===== src/rtl/per_step_zscore_normalizer_assert.svh =====
// ---------------------------------------------------------------------------
// per_step_zscore_normalizer_assert
// Assertion helpers for the RTL modules, included by pszn_back.
// ---------------------------------------------------------------------------
`ifndef PER_STEP_ZSCORE_NORMALIZER_ASSERT_SVH
`define PER_STEP_ZSCORE_NORMALIZER_ASSERT_SVH

// Same-cycle implication, disabled during reset.
`define PSZN_ASSERT_IMPL(label, ante, cons) \
  label: assert property (@(posedge clk) disable iff (rst) (ante) |-> (cons)) \
    else $error("assertion failed");

// Next-cycle implication, disabled during reset.
`define PSZN_ASSERT_NEXT(label, ante, cons) \
  label: assert property (@(posedge clk) disable iff (rst) (ante) |=> (cons)) \
    else $error("assertion failed");

`endif


===== src/rtl/pszn_pkg.sv =====
// ---------------------------------------------------------------------------
// pszn_pkg
// Shared constants, operation codes and structs of the z-score normalizer.
// ---------------------------------------------------------------------------
`default_nettype none

package pszn_pkg;

  localparam int MAX_MISSIONS = 64;
  localparam int MAX_STEPS    = 256;
  localparam int MI_W         = $clog2(MAX_MISSIONS);
  localparam int ST_W         = $clog2(MAX_STEPS);
  localparam int ADDR_W       = MI_W + ST_W;

  // Serial divider: 72-bit dividend, 31-bit divisor.
  localparam int DIV_W  = 72;
  localparam int DIVR_W = 31;
  localparam int DCNT_W = $clog2(DIV_W);

  localparam logic [1:0] KIND_LOAD   = 2'd0;
  localparam logic [1:0] KIND_FINISH = 2'd1;
  localparam logic [1:0] KIND_READ   = 2'd2;

  typedef enum logic [1:0] {
    OP_LOAD,
    OP_FINISH,
    OP_READ,
    OP_NONE
  } op_t;

  typedef struct packed {
    op_t               op;
    logic [MI_W-1:0]   mission_index;
    logic [ST_W-1:0]   step_index;
    logic [31:0]       sample_value;
  } q_item_t;

  typedef struct packed {
    logic              start;
    logic [DIV_W-1:0]  dividend;
    logic [DIVR_W-1:0] divisor;
  } div_req_t;

  typedef struct packed {
    logic              busy;
    logic              done;
    logic [DIV_W-1:0]  quotient;
  } div_rsp_t;

endpackage

`default_nettype wire


===== src/rtl/pszn_front.sv =====
// ---------------------------------------------------------------------------
// pszn_front
// Accepts input items, classifies them and holds them in a two-entry queue.
// ---------------------------------------------------------------------------
`default_nettype none

module pszn_front (
  input  wire logic                 clk,
  input  wire logic                 rst,
  input  wire logic                 in_valid,
  output logic                      in_ready,
  input  wire logic [1:0]           kind,
  input  wire logic [5:0]           mission_index,
  input  wire logic [7:0]           step_index,
  input  wire logic signed [31:0]   sample_value,
  output logic                      q_valid,
  output pszn_pkg::q_item_t         q_item,
  input  wire logic                 q_pop
);
  import pszn_pkg::*;

  q_item_t    entry [2];
  logic       wr_ptr;
  logic       rd_ptr;
  logic [1:0] count;
  q_item_t    item_in;
  logic       push;

  always_comb begin
    unique case (kind)
      KIND_LOAD:   item_in.op = OP_LOAD;
      KIND_FINISH: item_in.op = OP_FINISH;
      KIND_READ:   item_in.op = OP_READ;
      default:     item_in.op = OP_NONE;
    endcase
    item_in.mission_index = mission_index;
    item_in.step_index    = step_index;
    item_in.sample_value  = sample_value;
  end

  assign in_ready = (count != 2'd2);
  assign push     = in_valid && in_ready;
  assign q_valid  = (count != 2'd0);
  assign q_item   = entry[rd_ptr];

  always_ff @(posedge clk) begin
    if (push) begin
      entry[wr_ptr] <= item_in;
    end
    if (rst) begin
      wr_ptr <= 1'b0;
      rd_ptr <= 1'b0;
      count  <= 2'd0;
    end else begin
      if (push) begin
        wr_ptr <= ~wr_ptr;
      end
      if (q_pop) begin
        rd_ptr <= ~rd_ptr;
      end
      count <= count + 2'(push) - 2'(q_pop);
    end
  end

endmodule

`default_nettype wire


===== config.mk =====
export PLATFORM = sky130hd
export DESIGN_NAME = pszn_front
export DESIGN_NICKNAME = d
export VERILOG_FILES = /design/src/rtl/per_step_zscore_normalizer_assert.svh /design/src/rtl/pszn_pkg.sv /design/src/rtl/pszn_front.sv
export SDC_FILE = /design/constraint.sdc
export NUM_CORES = 1
export LEC_CHECK = 0
export BUFFER_PORTS_ARGS = -buffer_cell sky130_fd_sc_hd__buf_2
export CAP_MARGIN = 25
export CORE_ASPECT_RATIO = 1.75
export CORE_MARGIN = 5
export CORE_UTILIZATION = 55
export CTS_CLUSTER_SIZE = 30
export DETAILED_ROUTE_END_ITERATION = 16
export PLACE_DENSITY = 0.93
export SLEW_MARGIN = 20
export SYNTH_ARGS = -nofsm -noshare
export SYNTH_HDL_FRONTEND = slang
export SYNTH_SLANG_ARGS = --single-unit
export TNS_END_PERCENT = 100

===== constraint.sdc =====
create_clock -name clk -period 4.7 [get_ports clk]
set_clock_uncertainty 0.05 [all_clocks]
set_input_delay 0.47 -clock clk [delete_from_list [all_inputs] [get_ports clk]]
set_output_delay 0.47 -clock clk [all_outputs]
set_load 0.02 [all_outputs]

# Yosys cells after proc, flatten, opt, wreduce, memory -nomap -nowiden
# Memories as Yosys holds them, arrays and structs flattened. A register that Yosys moved wholly into a read port is not among the register bits.
# Index checks and enable logic that the tools add are counted.
# totals
mem_bits_ro	0
input_bits	52
latchBits	0
reg_bits	4
mem_bits_rw	96
n_memories	1
# memory_table
name	depth	word_bits	read_ports	rd_ports_with_merged_regs	write_ports	line	source
entry	2	48	1	1	1	pszn_front.sv:22	q_item_t entry [2];
# op_classes
n_eq_ne	3
n_mul	0
muxes	5
div	0
shifts	0
add_sub_neg	2
n_bitwise	2
n_reduce_logical	3
order_cmp	0
# op_table
cell	count
one-hot mux 2 bit (3 select lines)	1
two-way mux 1 bit	4
adder 2 x 1 -> 2 bit	1
== test 2 x 1 -> 1 bit (second input constant)	1
== test 2 bit (second input constant)	1
logical NOT 2 bit	1
inequality test 2 bit (second input constant)	1
NOT 1 bit	2
nonzero test 2 bit	1
subtractor 2 x 1 -> 2 bit	1
logical AND 1 bit	1

# Depth between registers and ports, before layout
# Gate-level depths: netlist of run 1.
# logic_depth
depth_word	4
ltp_mapped	7
ltp_nobuf	7

# Worst setup path before layout of run 1
# Ideal clock, no wire load.
# synth_path
path_type	register to register
start	register count[0]
end	memory entry[0][0] (netlist bit) (enable)
setup_slack_ps	2530
path_buffers	0
arrival_time_ps	1717
t_required_ps	4248
period_less_slack_ps	2170
stages_incl_launch_ff	4
setup_time_ps	402
path_cell_list	dfxtp_1 > nand2b_1 > nand3b_1 > inv_1
# synth_via
elab_chain_cells	4
# synth_lines
element	line	source
start, declared	pszn_front.sv:25	logic [1:0] count;
start signal, assigned	pszn_front.sv:61	count <= count + 2'(push) - 2'(q_pop);
inequality test 2 bit	pszn_front.sv:41	assign in_ready = (count != 2'd2);
net in_ready	pszn_front.sv:11	output logic in_ready,
logical AND 1 bit	pszn_front.sv:42	assign push = in_valid && in_ready;
two-way mux 1 bit	pszn_front.sv:47	if (push) begin
two-way mux 1 bit (not written as such)	pszn_front.sv:48	entry[wr_ptr] <= item_in;
end, declared	pszn_front.sv:22	
# The timed path passes the listed nets, and every way through them passes these cells.

==> flow_summary.ini, run 1 <==
[clock_tree]
post_cts_clock_slew_at_the_launch_and_capture_registers_of_the_worst_setup_and_hold_paths_ns = 0.06
post_cts_hold_buffer_count = 0
cts_htree_levels = 3
cts_tree = yes
root_buffer = sky130_fd_sc_hd__clkbuf_16
clock_insertion_delay_worst_skew_ns = 0.33
number_of_cts_inserted_buffers = 9
buffers_inserted_by_post_cts_timing_repair = 0
cts_num_sinks = 101
cts-root-to-sink-buffers = 2
post_cts_resized = 0

[worst_setup_path]
max_stage_delay_ns = 0.69
critPathArrivalTime_ns = 1.84
timing.critical_path.fanout_max = 27
worst-endpoint-required_ns = 4.18
critPathCaptureType = output port
beginning_of_the_worst_register_to_register_path = count[0]
cp.buffers_inverters = 2
critical_path.startpoint_type = flop
critical-path-top-delay-family = flip-flops
worst_path_max_delay_cell = sky130_fd_sc_hd__dfxtp_2
crit_chain = buf_12 -> mux2_1 -> buf_2
timing_worst_setup_path_type = flop to output port

[global_routing]
overflow = 0
grt_antenna_before_repair = 0
via_count_of_the_first_global_routing_pass = 2055
pin_count_of_the_biggest_net_entering_global_routing = 49
groute.usage.overall = 0.167
grt_first_pass_wirelength_um = 10300

[worst_hold_path]
min_from = mission_index[5]
worstHoldPathType = primary input to flop

[synth]
synth-compound-area-share = 0.00841
ys.warnings.count = 0
synth_ff_type = sky130_fd_sc_hd__edfxtp_1
synth.mux.area_fraction = 0.145
post_synth_fa_ha_maj_area_fraction = 0.00336
simple_gate_area_share_of_the_yosys_netlist = 0.0232
yosysSeqAreaShare = 0.802
synth_fp_nets = 232
synth_enable_flop_cells = 96
synth_top_family_by_area = multiplexers
yosysUniqueCellTypes = 24
avgSynthCellArea_sq_um = 20.8
netlist_instances = 179
synth-async-reset-ratio = 0
syn_area_sq_um = 3720
yosys_register_bits = 101
synth-xor-area-share = 0.00471

[sta]
final.period_utilization = 0.503
final-max-slew-violation-count = 0
worst_slew_pin_slew_ns = 0.578
final_period_minus_worst_setup_slack_ns = 2.36
totalNegativeSetupSlack_ns = 0
finalHoldViolCount = 0
hold_slack_ns = 0.271
final-setup-viol-count = 0
timing.max_slew.rel_slack = 0.615
fmax_mhz = 423
rsz0062_at_grt = no

[floorplanning]
num_rows = 39
die_wd_um = 72.2
initial_utilization = 0.565
fp.dieArea_sq_um = 8570
pin_count = 102
die_height_um = 119
coreArea_sq_um = 6590

[pwr]
design_power_total_w = 0.00217
power.leakage_nw = 1.76
powerDensity_nw_per_um2 = 465
ir_drop_v = 0.000315

[placement]
io_buffers = 101
dpl.hpwl_um = 4690
placed_instances = 357
place_congestion = 0.674

[detailed_routing]
avgRoutedWirePerCell_um = 18.1
drt.antenna.violating_nets = 0
post_route_drc = 0
routed_via_density = 5.26
vias = 1962
postRouteWirelength_um = 6750
dr.pass1.iters = 4
drt_first_iter_violations = 173

[layout]
multiInputGateArea_sq_um = 688
layoutNonFillerInstCount = 373
drive_gt1_frac = 0.515
insertedDiodeCount = 0
fin_nets = 340
areaGrowthSynthToFinish_pct = 25.2
seqCellArea_sq_um = 2980
layout.filler_cells = 441

[status]
outcome = complete, no violations

[flow_run]
drv_cap = 0
worst reg2reg max path, delay by kind of cell, from the launching register on:
kind                   cells  cell delay (ns)
and+or+nand+nor            2             0.79
buffers and inverters      1             0.27
DFF                        1             0.37
where the power goes:
part / internal [W] / switching, W
registers: 0.00108 / 0.0000267
logic: 0.000125 / 0.000187
clock network: 0.000463 / 0.000289
total: 0.00166 / 0.000502
cell families after synthesis:
group           Yosys count
flops                   101
compound gates            4
fa+ha+maj                 1
mux                      48
simple gates             13
xor+xnor                  2
buf+inv                  10
synth_stat cells, drive strengths merged, types with 2 or more instances:
| cell type | instances | area [sq um] |
|---|---|---|
| nand4b | 2 | 17.5 |
| inv | 3 | 11.3 |
| xnor2 | 2 | 17.5 |
| nand2b | 2 | 12.5 |
| buf | 5 | 30.0 |
| dfxtp | 5 | 100 |
| nor2 | 2 | 7.51 |
| mux2 | 48 | 541 |
| edfxtp | 96 | 2880 |
| clkbuf | 2 | 7.51 |
path summary, 6_finish.rpt:
kind	cells past startpoint	to	slack (ns)
max reg2reg	3	entry[1][7]	2.92
max	3	q_item[32]	2.34
min reg2reg	2	rd_ptr	0.48
min	1	entry[1][45]	0.27
routing by layer:
layer,routed length [um],global-route usage,share of wire
met4,127,0.0765,0.019
met1,2260,0.166,0.34
met5,0,0,0
met3,446,0.0756,0.066
met2,3910,0.289,0.58
cell usage in the layout, fill, tap and decap left out, types with 2 or more instances in the layout:
master                      Yosys  layout
sky130_fd_sc_hd__clkbuf_1       2       2
sky130_fd_sc_hd__xnor2_1        2       2
sky130_fd_sc_hd__buf_12         0       3
sky130_fd_sc_hd__nor2_1         2       2
sky130_fd_sc_hd__mux2_2        28      28
sky130_fd_sc_hd__clkbuf_16      0       9
sky130_fd_sc_hd__nand2b_1       2       2
sky130_fd_sc_hd__edfxtp_1      96      96
sky130_fd_sc_hd__nand4b_1       2       2
sky130_fd_sc_hd__bufinv_16      0       2
sky130_fd_sc_hd__buf_2          3     101
sky130_fd_sc_hd__inv_1          3       2
sky130_fd_sc_hd__dfxtp_1        5       4
sky130_fd_sc_hd__mux2_1        20      20
state kept, by name, summed over array words and instances, names as in the netlist, named ones only:
| name | count |
|---|---|
| entry | 96 |
| rd_ptr | 1 |
| count | 2 |
| wr_ptr | 1 |
through the flow:
step / util / worst slack, ns / instance area (sq um)
2_1_floorplan: - / 2.53 / 3720
3_3_place_gp: 0.651 / 2.49 / 4290
3_5_place_dp: 0.658 / 2.66 / 4330
4_1_cts: 0.704 / 2.28 / 4640
5_1_grt: 0.707 / 2.22 / 4660
6_report: 0.707 / 2.34 / 4660
cell type report:
| class | count | share of cell area |
|---|---|---|
| clock inverters | 4 | 0.0158 |
| multi-input cells | 68 | 0.148 |
| flip-flops and latches | 101 | 0.641 |
| well taps | 82 | 0.0220 |
| clock buffers | 11 | 0.0500 |
| repair buffers | 104 | 0.121 |
| inverters | 3 | 0.00242 |
Power figures use the tool's default switching activity.
==> run 2: changes to the inputs <==
ABC_AREA = 1   (was unset)
CORE_UTILIZATION = 47   (was 55)
PLACE_DENSITY = 0.86   (was 0.93)
clock period = 2 ns   (was 4.7 ns; I/O delays follow)
==> run 2 against run 1 <==
  * Non-clock buffer count rose by 29
  * Die area rose by 16%
  * Design area rose by 5.9%
  * Worst hold slack got worse by 0.26 ns
  * Worst setup slack got worse by 2.2 ns
  * Core utilization fell by 8.3 points
  * First-iteration DRC count fell by 36%
  * Clock power rose by 97%
  * Register-to-register slack got worse by 2.5 ns
  * Final cell count rose by 10%
  * Combinational power rose to 2.7 times the previous value
  * Critical endpoint is now q_item[14]
==> flow_summary.ini, run 2 <==
[layout]
post-route-util = 0.624
seqCellArea_sq_um = 2980
layoutNonFillerInstCount = 412
multiInputGateArea_sq_um = 729
fin_nets = 372
layout.filler_cells = 567
top_register = entry
insertedDiodeCount = 0
largest_reg_flops = 96
biggestRegsByFlops = entry (96), count (2)
areaGrowthSynthToFinish_pct = 30.8
leading_cell_types_in_the_layout_fill_and_taps_excluded = 101 x sky130_fd_sc_hd__buf_2, 96 x sky130_fd_sc_hd__edfxtp_1, 28 x sky130_fd_sc_hd__mux2_2
final_common_cell = sky130_fd_sc_hd__buf_2
drive_gt1_frac = 0.528

[sta]
fmax_mhz = 544
final_period_minus_worst_setup_slack_ns = 1.84
timing.max_slew.rel_slack = 0.722
final-max-slew-violation-count = 0
hold_slack_ns = 0.00850
final-setup-viol-count = 0
worst_slew_pin_slew_ns = 0.417
finalHoldViolCount = 0
final.period_utilization = 0.919
rsz0062_at_grt = no

[pwr]
power_frac_seq = 0.527
power_switching_w = 0.00117
intPower_w = 0.00371
powerDensity_nw_per_um2 = 990
ir_drop_v = 0.000592
design_power_total_w = 0.00488
power.switching_fraction = 0.240
combPwrFrac = 0.171
power.leakage_nw = 1.93
clock_power_share = 0.302

[synth]
synth_enable_flop_cells = 96
yosysSeqAreaShare = 0.791
synth.top_cells.by_area = sky130_fd_sc_hd__edfxtp_1 76%, sky130_fd_sc_hd__mux2_2 8.4%, sky130_fd_sc_hd__mux2_4 8.0%
avgSynthCellArea_sq_um = 20.7
syn_area_sq_um = 3770
synth_fp_nets = 235
synthMostInstantiatedCell = sky130_fd_sc_hd__edfxtp_1
yosysUniqueCellTypes = 15
synth_top_area_share = 0.764
synth_ff_type = sky130_fd_sc_hd__edfxtp_1
netlist_instances = 182
synth_area_leader_cell = sky130_fd_sc_hd__edfxtp_1
yosys_register_bits = 101
synthTopCellsByCount = 96 x sky130_fd_sc_hd__edfxtp_1, 28 x sky130_fd_sc_hd__mux2_2, 20 x sky130_fd_sc_hd__mux2_4, 8 x sky130_fd_sc_hd__nand2_1, 6 x sky130_fd_sc_hd__inv_1
synth-async-reset-ratio = 0
ys.warnings.count = 0

[placement]
placed_instances = 372
io_buffers = 101
place_congestion = 0.724
dpl.hpwl_um = 4920

[detailed_routing]
dr.pass1.iters = 4
avgRoutedWirePerCell_um = 17.0
postRouteWirelength_um = 7000
vias = 2049
drt.antenna.violating_nets = 0
drt_first_iter_violations = 111
post_route_drc = 0
routed_via_density = 4.97

[worst_setup_path]
critPathCaptureType = output port
timing_worst_setup_path_type = flop to output port
beginning_of_the_worst_register_to_register_path = count[0]
critical_path.startpoint_type = flop
timing.critical_path.fanout_max = 27
worst-endpoint-required_ns = 1.75
critPathArrivalTime_ns = 1.59

[global_routing]
grt_antenna_before_repair = 3
overflow = 0
via_count_of_the_first_global_routing_pass = 2163
pin_count_of_the_biggest_net_entering_global_routing = 37
grt_first_pass_wirelength_um = 10800
groute.usage.overall = 0.145

[clock_tree]
cts_htree_levels = 3
cts_tree = yes
buffers_inserted_by_post_cts_timing_repair = 0
clock_insertion_delay_worst_skew_ns = 0.33
root_buffer = sky130_fd_sc_hd__clkbuf_16
cts-root-to-sink-buffers = 2
number_of_cts_inserted_buffers = 9
post_cts_clock_slew_at_the_launch_and_capture_registers_of_the_worst_setup_and_hold_paths_ns = 0.06
cts_num_sinks = 101

[floorplanning]
die_wd_um = 77.7
coreArea_sq_um = 7910
fp.dieArea_sq_um = 9990
num_rows = 43
die_height_um = 128
pin_count = 102
initial_utilization = 0.477

[status]
outcome = complete, no violations

[flow_run]
drv_cap = 0

[worst_hold_path]
min_from = sample_value[8]
worstHoldPathType = primary input to flop
-- run 2: cell count changes after synthesis, moves of 2 or more --
cell,previous run,this run
sky130_fd_sc_hd__buf_4,2,0
sky130_fd_sc_hd__buf_6,0,3
sky130_fd_sc_hd__inv_1,3,6
sky130_fd_sc_hd__mux2_1,20,0
sky130_fd_sc_hd__mux2_4,0,20
sky130_fd_sc_hd__nand2_1,1,8
sky130_fd_sc_hd__nand2b_1,2,0
sky130_fd_sc_hd__nand4b_1,2,0
sky130_fd_sc_hd__nor2_1,2,5
-- run 2: layout make-up --
class | instances | area share
Inverter | 6 | 0.00457
Sequential cell | 101 | 0.605
Timing Repair Buffer | 133 | 0.169
Multi-Input combinational cell | 68 | 0.148
Clock inverter | 3 | 0.00304
Clock buffer | 11 | 0.0472
Tap cell | 90 | 0.0228
-- run 2: final timing paths --
path / to / slack (ns) / depth (start not counted)
min reg2reg: flop / 0.49 / 2
max: q_item[14] / 0.16 / 3
max reg2reg: count[1] / 0.40 / 10
min: entry[0][8] / 0.009 / 1
-- run 2: power groups by stage --
| stage | Sequential, W | Combinational [W] | Clock, W |
|---|---|---|---|
| 2_1_floorplan | 0.00260 | 0.000530 | 0 |
| 3_5_place_dp | 0.00262 | 0.000805 | 0 |
| 6_report | 0.00257 | 0.000835 | 0.00148 |
| 5_1_grt | 0.00259 | 0.000900 | 0.00160 |
| 4_1_cts | 0.00257 | 0.000838 | 0.00150 |
| 3_3_place_gp | 0.00260 | 0.000785 | 0 |
-- run 2: logic make-up after synthesis --
family	Yosys count	share of synthesized area
AND/OR/NAND/NOR	15	0.0156
buffers and inverters	13	0.0196
adder cells (fa/ha/maj)	1	0.00332
XOR/XNOR	2	0.00465
flip-flops	101	0.791
AO/OA/AOI/OAI	2	0.00265
multiplexers	48	0.163
-- run 2: routing by layer --
metal  GRT usage  part of all wire
met5           0            0.0056
met4      0.0709             0.024
met3      0.0560             0.055
met2       0.266              0.59
met1       0.136              0.33
-- run 2: worst max-delay path: stages (launching register included) --
cell                      delay, ns
sky130_fd_sc_hd__dfxtp_2       0.32
sky130_fd_sc_hd__buf_4         0.36
sky130_fd_sc_hd__mux2_2        0.40
sky130_fd_sc_hd__buf_2         0.16
-- run 2: repair_timing --
item / CTS / global route
hold endpoints to repair: 40 / 11
resized for setup: 0 / 0
hold buffers: 20 / 6
-- run 2: stage by stage --
step           area, sq um  TNS [ns]  setup WS (ns)
2_1_floorplan         3780    -47.28         -0.499
3_3_place_gp          4420         0          0.529
3_5_place_dp          4420         0          0.419
4_1_cts               4870         0          0.112
5_1_grt               4930         0         0.0824
6_report              4930         0          0.163
